==> config.mk <==
export PLATFORM = sky130hd
export DESIGN_NAME = lcr_ctrl
export DESIGN_NICKNAME = d
export VERILOG_FILES = /design/src/rtl/lcr_pkg.sv /design/src/rtl/lcr_ctrl.sv
export VERILOG_INCLUDE_DIRS = /design/src /design/src/rtl
export SDC_FILE = /design/constraint.sdc
export NUM_CORES = 1
export LEC_CHECK = 0
export BUFFER_PORTS_ARGS = -buffer_cell sky130_fd_sc_hd__buf_2
export CORE_AREA = 2 2 39 41
export CTS_BUF_LIST = sky130_fd_sc_hd__clkbuf_4 sky130_fd_sc_hd__clkbuf_8 sky130_fd_sc_hd__clkbuf_16
export DETAILED_ROUTE_END_ITERATION = 8
export DIE_AREA = 0 0 41 43
export GPL_ROUTABILITY_DRIVEN = 0
export PLACE_DENSITY_LB_ADDON = 0.08
export SLEW_MARGIN = 0
export SYNTH_ARGS = -nofsm -noshare
export SYNTH_HDL_FRONTEND = slang
export SYNTH_SLANG_ARGS = --single-unit
==> constraint.sdc <==
create_clock -name clock -period 2.65 [get_ports clock]
set_input_delay 0.1325 -clock clock [delete_from_list [all_inputs] [get_ports clock]]
set_output_delay 0.1325 -clock clock [all_outputs]
set_load 0.01 [all_outputs]
==> src/rtl/assert_macros.svh <==
// Assertion macros shared by the region-size RTL.
`ifndef ASSERT_MACROS_SVH
`define ASSERT_MACROS_SVH

// Checked on every rising clock edge outside reset.
`define ASSERT_RST(label, clk, rst, prop) \
   label: assert property (@(posedge clk) disable iff (rst) (prop)) \
      else $error("assertion failed");

// Checked on every rising clock edge, reset included.
`define ASSERT_ALWAYS(label, clk, prop) \
   label: assert property (@(posedge clk) (prop)) \
      else $error("assertion failed");

`endif

==> src/rtl/lcr_pkg.sv <==
// Shared types, constants and neighbor tables of the largest-region block.
package lcr_pkg;

   localparam int CFG_W = 7;
   localparam int RSP_W = 13;
   localparam logic [RSP_W-1:0] OUT_MAX = 13'd8191;

   // Configuration register indexes.
   localparam logic REG_ROW_COUNT    = 1'b0;
   localparam logic REG_COLUMN_COUNT = 1'b1;

   localparam logic [2:0] NB_LAST = 3'd7;

   typedef enum logic [2:0] {
      S_IDLE,
      S_SCAN,
      S_SCAN_CHK,
      S_POP,
      S_NB,
      S_NB_CHK
   } lcr_state_type;

   typedef struct packed {
      logic load;
      logic scan_rd;
      logic scan_next;
      logic push_scan;
      logic close;
      logic pop;
      logic nb_rd;
      logic nb_next;
      logic push_nb;
      logic finish;
   } lcr_cmd_type;

   typedef struct packed {
      logic scan_done;
      logic grid_hit;
      logic stack_empty;
      logic nb_inside;
      logic nb_last;
   } lcr_stat_type;

   // Row step of the eight neighbors, skipping the center cell.
   function automatic logic signed [1:0] nb_row_step(input logic [2:0] k);
      case (k)
         3'd0, 3'd1, 3'd2: nb_row_step = -2'sd1;
         3'd3, 3'd4:       nb_row_step = 2'sd0;
         default:          nb_row_step = 2'sd1;
      endcase
   endfunction

   function automatic logic signed [1:0] nb_col_step(input logic [2:0] k);
      case (k)
         3'd0, 3'd3, 3'd5: nb_col_step = -2'sd1;
         3'd1, 3'd6:       nb_col_step = 2'sd0;
         default:          nb_col_step = 2'sd1;
      endcase
   endfunction

endpackage

==> src/rtl/lcr_ctrl.sv <==
// Controller state machine of the region-size block.
`include "assert_macros.svh"

module lcr_ctrl (
   input  logic                  clock,
   input  logic                  reset,
   input  logic                  start,
   input  logic                  req_last_cell,
   input  lcr_pkg::lcr_stat_type stat,
   output lcr_pkg::lcr_cmd_type  cmd,
   output logic                  busy
);
   import lcr_pkg::*;

   lcr_state_type state_ff, state_in;

   always_comb begin
      state_in = state_ff;
      case (state_ff)
         S_IDLE: begin
            if (start && req_last_cell) begin
               state_in = S_SCAN;
            end
         end
         S_SCAN: begin
            state_in = stat.scan_done ? S_IDLE : S_SCAN_CHK;
         end
         S_SCAN_CHK: begin
            state_in = stat.grid_hit ? S_POP : S_SCAN;
         end
         S_POP: begin
            state_in = stat.stack_empty ? S_SCAN : S_NB;
         end
         S_NB: begin
            if (stat.nb_inside) begin
               state_in = S_NB_CHK;
            end else if (stat.nb_last) begin
               state_in = S_POP;
            end
         end
         S_NB_CHK: begin
            state_in = stat.nb_last ? S_POP : S_NB;
         end
         default: begin
            state_in = S_IDLE;
         end
      endcase
   end

   always_comb begin
      cmd = '0;
      case (state_ff)
         S_IDLE: begin
            cmd.load = start;
         end
         S_SCAN: begin
            cmd.finish  = stat.scan_done;
            cmd.scan_rd = !stat.scan_done;
         end
         S_SCAN_CHK: begin
            cmd.push_scan = stat.grid_hit;
            cmd.scan_next = !stat.grid_hit;
         end
         S_POP: begin
            // An empty stack closes the region and resumes the scan.
            cmd.close     = stat.stack_empty;
            cmd.scan_next = stat.stack_empty;
            cmd.pop       = !stat.stack_empty;
         end
         S_NB: begin
            cmd.nb_rd   = stat.nb_inside;
            cmd.nb_next = !stat.nb_inside;
         end
         S_NB_CHK: begin
            cmd.push_nb = stat.grid_hit;
            cmd.nb_next = 1'b1;
         end
         default: begin
            cmd = '0;
         end
      endcase
   end

   always_ff @(posedge clock) begin
      if (reset) begin
         state_ff <= S_IDLE;
      end else begin
         state_ff <= state_in;
      end
   end

   assign busy = (state_ff != S_IDLE);

   `ASSERT_RST(a_seed_pushed, clock, reset, (state_ff == S_SCAN_CHK && stat.grid_hit) |=> (state_ff == S_POP && !stat.stack_empty))
   `ASSERT_RST(a_finish_empty, clock, reset, cmd.finish |-> stat.stack_empty)

endmodule
==> results of run 1 <==
-- placed cells by master, fill, tap and decap left out, drive strengths merged --
cell	Yosys	routed
o21ai	3	3
clkbuf	0	4
o31ai	1	1
buf	3	19
nand2	1	1
a221o	1	1
nor4	1	1
nor3	2	2
o211a	1	1
nor2	4	4
and4	1	1
and2b	1	1
and3	2	2
a2111oi	1	1
a21oi	1	1
a22o	1	1
dfxtp	3	3
nand3b	1	1
or3	1	1
nor4b	1	1
nor2b	4	4
inv	6	6
nand2b	2	2
and2	1	1
-- where the power goes --
| group | leakage, nW | total [mW] | switching (mW) | internal, mW |
|---|---|---|---|---|
| clock network | 0.0184 | 0.0901 | 0.0234 | 0.0666 |
| logic | 0.206 | 0.0379 | 0.0180 | 0.0199 |
| registers | 0.0244 | 0.0543 | 0.00675 | 0.0476 |
| total | 0.249 | 0.182 | 0.0482 | 0.134 |
-- metal layers --
| layer | vias to the layer above | share of wire | wire length (um) |
|---|---|---|---|
| met5 | - | 0 | 0 |
| met4 | 0 | 0 | 0 |
| met3 | 0 | 0.063 | 50 |
| met2 | 11 | 0.48 | 379 |
| met1 | 161 | 0.46 | 360 |
| li1 | 192 | - | - |
-- kinds of logic after synthesis --
group,count (synthesis),synth area share
and+or+nand+nor,22,0.436
AOI/OAI and AO/OA,9,0.222
buffers and inverters,9,0.156
DFF,3,0.187
-- per-stage QoR --
stage / total power, mW / util
floorplan: 0.0777 / -
global placement: 0.0947 / 0.296
detailed placement: 0.0934 / 0.296
CTS: 0.188 / 0.317
global route: 0.196 / 0.317
finish: 0.182 / 0.317
-- cell type report --
type	instances	share of cell area
multi-input cells	31	0.481
well taps	16	0.0456
repair buffers	19	0.217
flip-flops and latches	3	0.137
inverters	6	0.0513
clock buffers	4	0.0684
-- final timing paths --
kind	cells past startpoint	startpoint	slack (ps)	to
setup / recovery	3	state_ff[0]$_SDFFE_PP0P_	1100	cmd[0]
hold / removal	2	reset	80	state_ff[2]$_SDFFE_PP0P_
setup reg to reg	3	state_ff[2]$_SDFFE_PP0P_	1350	state_ff[1]$_SDFFE_PP0P_
hold reg to reg	2	state_ff[2]$_SDFFE_PP0P_	730	state_ff[0]$_SDFFE_PP0P_
-- critical path: cells and delay by family (launching register included) --
family        cells  cell delay [ps]
buf+inv           2              340
flops             1              550
simple gates      1              310
==> impl_results.md, run 1 <==
- Hold-fix buffers at CTS: 0
- Ports: 20
- Most used routing layer: met1
- Crit-path slowest cell: dfxtp_1
- CP Capture Type: output pin
- Worst hold slack: around 77 ps
- Biggest register: state_ff
- Multi-input gate area: 211 um^2
- Slew Viols, Final: 0
- Ranking of synthesized cells by area: dfxtp_1, buf_6, inv_1
- Final Hold Vio Count: 0
- Worst-Skew Late Latency: approximately 230 ps
- Clock transition at path regs: approximately 40 ps
- Largest regs: state_ff (3)
- PnR worst setup slack: about 1100 ps
- Fin Clk Skew: between 1.5 and 2 ps
- FF+latch count, synth: 3
- Share of layout cells above drive strength 1: 0.413
- Final cell count without fillers: 79
- Total number of vias: 364
- WP data required: approximately 2500 ps
- GR met3 Demand/Resource: 0.00524
- Clock tree buffer depth: 2
- Vias in the first global route: around 320
- Most frequent cell after synthesis: inv_1
- Area delta synth->final: 36.6%
- Placed insts: 75
- Antenna violations before repair: 0
- Fin nets: 73
- Dpl ws: between 1000 and 1500 ps
- Mapped Nets: 52
- Status: finished, final reports clean
- Post-CTS setup buffer count: 0
- Worst endpoint data arrival time: 1420 ps
- Routed Antenna Nets: 0
- DR pass1 iterations: 4
- CP cell instances: inv_1 -> nor4b_1 -> buf_2
- Top_reg_cell synth: dfxtp_1
- Final Setup Violations: 0
- Core Region: 1380 um^2
- Mapped Cells: 43
- Setup TNS: 0 ps
- CP peak stage delay: 550 ps
- Mapped Area: about 320 um^2
- Sink Count: 3
- Cell area after layout: approximately 440 um^2
- Peak fanout along the critical path: 12
- Crit path kind: reg2out
- WL final: 790 um
- Worst vdd ir: ~89 uV
- Min cycle time layout: ~1600 ps
- Fillers: ~160
- Yosys warns: 0
- Chip height: ~43 um
- Seq/Total Area, Yosys: 0.187
- Detail Placement HPWL: 609 um
- Yosys top cell area share: 0.187
- Die area: between 1500 and 2000 um^2
- Total global routing track utilization: 0.104
- Total grt overflow: 0
- Placed Area: between 400 and 500 um^2
- Top cells by count, synth: inv_1, nor2_1, dfxtp_1, nor2b_1, o21ai_0
- Met2 Track Usage GR: 0.144
- Share of synthesized registers carrying an async set or reset: 0
- Via density: 4.61
- FMAX: 0.644 GHz
- Iter 0 DRT Violations: 5
- Max-slew headroom: 0.736
- CTS buffer count: 3
- Tcrit/Tclk final: 0.586
- Max_cap viols: 0
- Clock root buffer: clkbuf_4
- WL/cell: ~10 um
- Largest net degree at the start of global routing: 13
- M1 GR Usage: 0.144
- Syn avg cell area: 7.48 um^2
- Antenna diodes: 0
- Setup crit start kind: flip-flop
- Area occupied by registers: 60.1 um^2
- Leak pwr: between 0.2 and 0.25 nW
- Die X: just over 40 um
- Slew @ Worst Pin: approximately 400 ps
- Post-route DRC violation count: 0
- Max reg flops: 3
- RSZ-0062 raised after global routing: no
- Worst min path class: in2reg
- H-tree depth: 1
- Post-synth EDFFs: 0
- First-pass GRT wire length: roughly 1300 um
- Row cnt: 14
- CTS tree: built
- Pwr Density: roughly 420 nW/um^2
- Port bufs: 19
- Largest area contributor in the netlist: dfxtp_1
- Initial Util: 0.232
- Synth cell types: 25
- Post-CTS resize count: 0
Power figures use the tool's default switching activity.
==> run 2, diff against run 1 <==
ABC_AREA = 1   (was not set)
clock period = 1.47 ns   (was 2.65 ns; I/O delays follow)
==> run 2 against run 1 <==
Effect of this change:
- register-to-register slack worse by 1000 ps
- flip-flop and latch count stayed put
- clock skew is 1.8 ps lower
- via count is 7.4% higher
- clock-buffer cell count stayed put
- worst hold slack better by 140 ps
- non-clock buffer count is 1 higher
- critical path type unchanged
- highest routed layer unchanged
==> impl_results.md, run 2 <==
- Total global routing track utilization: 0.106
- Top_reg_cell synth: dfxtp_1
- Worst vdd ir: ~460 uV
- Initial Util: 0.261
- Slew @ Worst Pin: 486 ps
- CTS buffer count: 3
- Sink Count: 3
- Tcrit/Tclk final: 0.939
- Switching Fraction: 0.271
- Chip height: ~43 um
- Most frequent cell after synthesis: inv_1
- Mapped Nets: 67
- Crit path kind: reg2out
- Via density: 4.12
- Clk network pwr share: 0.522
- Detail Placement HPWL: ~660 um
- Reg2reg setup slack: about 330 ps
- WL final: roughly 800 um
- Core Region: between 1000 and 1500 um^2
- Row cnt: 14
- Peak fanout along the critical path: 8
- CP cell instances: inv_4 -> nor2_4 -> nand2_1 -> nor2_1 -> buf_2
- Iter 0 DRT Violations: 7
- Min cycle time layout: 1380 ps
- Seq/Total Area, Yosys: 0.166
- Total number of vias: just under 400
- Max reg flops: 3
- Largest net degree at the start of global routing: 9
- Most frequent cells in the layout: buf_2, inv_1, nand2_1
- Syn avg cell area: around 6.2 um^2
- WP data required: 1400 ps
- Largest regs: state_ff (3)
- Ports: 20
- Max-slew headroom: 0.676
- Slew Viols, Final: 0
- Port bufs: 19
- Antenna diodes: 0
- First-pass GRT wire length: between 1000 and 1500 um
- Final Setup Violations: 0
- DR pass1 iterations: 2
- Final cell count without fillers: between 90 and 100
- Worst-Skew Late Latency: ~230 ps
- WL/cell: 8.44 um
- RSZ-0062 raised after global routing: no
- Final Hold Vio Count: 0
- PnR worst setup slack: ~89 ps
- Worst min path class: in2reg
- Leak pwr: 0.347 nW
- Cell area after layout: slightly below 500 um^2
- Setup crit start kind: flip-flop
- Fin Clk Skew: 0.185 ps
- FMAX: between 0.7 and 0.8 GHz
- Clock transition at path regs: ~40 ps
- Pwr Density: about 660 nW/um^2
- Placed insts: 90
- H-tree depth: 1
- CTS tree: built
- Combinational share of power: 0.181
- CP Capture Type: output pin
- Biggest register: state_ff
- Ranking of synthesized cells by area: dfxtp_1, inv_1, nor2_4
- Area delta synth->final: 33.9%
- Worst hold slack: between 200 and 250 ps
- FF+latch count, synth: 3
- Worst endpoint data arrival time: between 1000 and 1500 ps
- Dpl ws: ~280 ps
- Status: finished, final reports clean
- Worst path top cell family by delay: flip-flops
- Crit-path slowest cell: dfxtp_1
- Share of synthesized registers carrying an async set or reset: 0
- Mapped Cells: 58
- Vias in the first global route: 341
- Synth cell types: 15
- Top cells by count, synth: inv_1, nand2_1, nand3_1, nor2_1, nor2_4
- Die area: roughly 1800 um^2
- WP buf/inv: 2
- Die X: a little over 40 um
- Yosys top cell area share: 0.166
- Routed Antenna Nets: 0
- Post-route DRC violation count: 0
- Post-synth EDFFs: 0
- CP peak stage delay: around 600 ps
- Post-CTS setup buffer count: 0
- Fin nets: 89
- P_int: about 0.23 mW
- Reg power frac: 0.297
- Tot Pwr: approximately 0.32 mW
- Antenna violations before repair: 0
- Mapped Area: 362 um^2
- Setup TNS: 0 ps
- Switching pwr: between 0.08 and 0.09 mW
- Total grt overflow: 0
- Largest area contributor in the netlist: dfxtp_1
- Clock root buffer: clkbuf_4
- Yosys warns: 0
- Clock tree buffer depth: 2
- Max_cap viols: 0
- Commonest non-fill, non-tap cell in the layout: buf_2
- Share of layout cells above drive strength 1: 0.456
- Placed Area: ~440 um^2
- Final Util: 0.350
==> run 2: changes by cell type after synthesis, moves of 2 or more <==
cell      previous run  this run
nand2_2              0         2
and3_1               2         0
nand2b_1             2         0
o21ai_0              3         0
nand4_1              0         3
nor2b_1              3         0
inv_2                0         2
nor2_4               0         4
nor3_1               2         0
nand3_1              0         7
nand2_1              1         9
nor2_1               4         7
inv_1                6        13
==> run 2: kinds of logic (layout without fill, tap and decap cells) <==
logic type	after synthesis	count (layout)	share of synthesized area
AND/OR/NAND/NOR	36	36	0.567
buffers and inverters	19	40	0.266
flip-flops	3	3	0.166
==> run 2: repair_timing <==
| action | 4_1_cts | 5_1_grt |
|---|---|---|
| hold endpoints to repair | 1 | 0 |
| setup endpoints to repair | 0 | 2 |
| hold buffers | 1 | 0 |
| resized for setup | 0 | 1 |
==> run 2: final cells by class <==
cell class / instances / area (um^2)
Timing Repair Buffer: 20 / 105
Tap cell: 16 / 20.0
Inverter: 16 / 62.6
Fill cell: 160 / 900
Multi-Input combinational cell: 36 / 205
Clock buffer: 4 / 30.0
Sequential cell: 3 / 61.3
==> run 2: path summary, 6_finish.rpt <==
| path | start | to | depth (start not counted) |
|---|---|---|---|
| worst max-delay path | state_ff[2]$_SDFFE_PP0P_ | cmd[1] | 5 |
| worst max register to register | state_ff[2]$_SDFFE_PP0P_ | state_ff[1]$_SDFFE_PP0P_ | 3 |
| worst min register to register | state_ff[0]$_SDFFE_PP0P_ | state_ff[0]$_SDFFE_PP0P_ | 3 |
| worst min-delay path | stat[2] | state_ff[0]$_SDFFE_PP0P_ | 5 |
==> run 2: layer usage <==
metal | vias to the layer above | part of all wire | track usage
li1 | 215 | - | -
met1 | 163 | 0.47 | 0.122
met2 | 13 | 0.46 | 0.166
met3 | 0 | 0.075 | 0.0471
met4 | 0 | 0 | 0.0400
met5 | - | 0 | 0
==> run 2: power by group through the flow <==
| stage | registers (mW) | logic [mW] | clock network, mW |
|---|---|---|---|
| floorplan | 0.0869 | 0.0458 | 0 |
| global placement | 0.0962 | 0.0572 | 0 |
| detailed placement | 0.0962 | 0.0567 | 0 |
| CTS | 0.0948 | 0.0589 | 0.174 |
| global route | 0.0959 | 0.0662 | 0.179 |
| finish | 0.0951 | 0.0578 | 0.167 |
==> run 2: worst register-to-register path: cells and delay by family, from the launching register on <==
kind | cells | cell delay [ps]
DFF | 1 | 600
and+or+nand+nor | 3 | 440
==> run 3, diff against run 2 <==
==> constraint.sdc (replaced) <==
create_clock -name clock -period 1.47 [get_ports clock]
set_input_delay 0.2205 -clock clock [delete_from_list [all_inputs] [get_ports clock]]
set_output_delay 0.2205 -clock clock [all_outputs]
set_load 0.01 [all_outputs]
==> run 3 against run 2 <==
Effect of this change:
- utilization up 0.18 points
- global-route usage up 0.91 points
- register-to-register slack better by 60 ps
- final cell count unchanged
- flip-flop and latch count unchanged
- die area unchanged
- wire length up 2.0%
- largest power group unchanged
==> impl_results.md, run 3 (synthesis results as in run 2) <==
- Setup crit start kind: flip-flop
- H-tree depth: 1
- Largest regs: state_ff (3)
- Cell area after layout: approximately 490 um^2
- Total number of vias: a little under 400
- Tcrit/Tclk final: 0.937
- Largest net degree at the start of global routing: 9
- Pwr Density: approximately 660 nW/um^2
- Most frequent cells in the layout: buf_2, inv_1, nand2_1
- Detail Placement HPWL: ~690 um
- WL final: between 800 and 900 um
- Sink Count: 3
- Min cycle time layout: 1380 ps
- Worst-Skew Late Latency: approximately 240 ps
- Antenna violations before repair: 0
- Post-CTS setup buffer count: 0
- Total global routing track utilization: 0.115
- Clock tree buffer depth: 2
- Clock transition at path regs: ~40 ps
- Clock root buffer: clkbuf_4
- Post-route DRC violation count: 0
- Peak fanout along the critical path: 6
- FMAX: about 0.73 GHz
- Worst min path class: in2reg
- PnR worst setup slack: approximately 92 ps
- DR pass1 iterations: 2
- Fin Clk Skew: 2.18 ps
- Status: finished, final reports clean
- Die area: between 1500 and 2000 um^2
- Worst vdd ir: 360 uV
- WP data required: about 1300 ps
- Slew @ Worst Pin: between 200 and 250 ps
- Worst Setup SP: state_ff[0]$_SDFFE_PP0P_
- WL/cell: ~8.6 um
- Chip height: 43 um
- Commonest non-fill, non-tap cell in the layout: buf_2
- Reg2reg start: state_ff[0]$_SDFFE_PP0P_
- CTS tree: built
- Crit path kind: reg2out
- Core Region: 1380 um^2
- Area delta synth->final: 34.6%
- Die X: 41 um
- Max reg flops: 3
- Hold path startpoint: reset
- CTS buffer count: 3
- Max_cap viols: 0
- Antenna diodes: 0
- Routed Antenna Nets: 0
- Share of layout cells above drive strength 1: 0.481
- CP Capture Type: output pin
- Via density: ~4.1
- Ports: 20
- Final Hold Vio Count: 0
- Vias in the first global route: between 300 and 400
- Initial Util: 0.261
- First-pass GRT wire length: between 1000 and 1500 um
- Final Setup Violations: 0
- Max-slew headroom: 0.834
- Port bufs: 19
- Leak pwr: about 0.35 nW
- Iter 0 DRT Violations: 1
- Setup TNS: 0 ps
- RSZ-0062 raised after global routing: no
- Row cnt: 14
- Dpl ws: 203 ps
- Placed Area: 450 um^2
- Worst endpoint data arrival time: around 1200 ps
- Biggest register: state_ff
- Fin nets: roughly 90
- Total grt overflow: 0
- Slew Viols, Final: 0
## run 3: cell count changes in the layout (fill, tap and decap cells not counted)
cell / delta
buf_6: +1
dfxtp_1: -1
dfxtp_2: +1
dlygate4sd3_1: -1
## run 3: layer usage
metal  vias to the layer above  track usage  routed length [um]
li1                        217            -                   -
met1                       159        0.135                 357
met2                        15        0.163                 393
met3                         0       0.0628                  67
met4                         0       0.0600                   0
met5                         -            0                   0
## run 3: worst max-delay path: stages, from the launching register on
cell and delay (ps):
dfxtp_1 340, buf_6 160, nor2_4 110, nand3_1 110
nand2_1 80, buf_2 120
## run 3: cell type report
cell class,count,area [um^2]
Fill cell,169,897
Inverter,16,62.6
Multi-Input combinational cell,36,205
Clock buffer,4,30.0
Tap cell,16,20.0
Sequential cell,3,62.6
Timing Repair Buffer,20,106
## run 3: where the power goes
group	internal, mW	switching [mW]
sequential	0.0847	0.00507
combinational	0.0291	0.0369
clock	0.120	0.0466
total	0.234	0.0885
## run 3: worst paths after layout
kind | slack (ps) | depth (start not counted) | end
max | 90 | 5 | cmd[2]
max reg2reg | 390 | 6 | state_ff[1]$_SDFFE_PP0P_
min | 140 | 2 | state_ff[2]$_SDFFE_PP0P_
min reg2reg | 600 | 3 | state_ff[0]$_SDFFE_PP0P_
## run 3: what timing repair did
item / in CTS / in global routing
gates cloned: 0 / 0
pin swaps: 0 / 1
gates resized for setup: 2 / 1
setup endpoints to repair: 5 / 3
hold endpoints to repair: 0 / 0
hold buffers: 0 / 0
## run 3: through the flow
step	hold WS [ps]	cells	util	power (mW)
2_1_floorplan	293	58	-	0.133
3_3_place_gp	396	91	0.325	0.157
3_5_place_dp	397	91	0.325	0.157
4_1_cts	134	95	0.349	0.332
5_1_grt	135	95	0.352	0.351
6_report	144	95	0.352	0.323
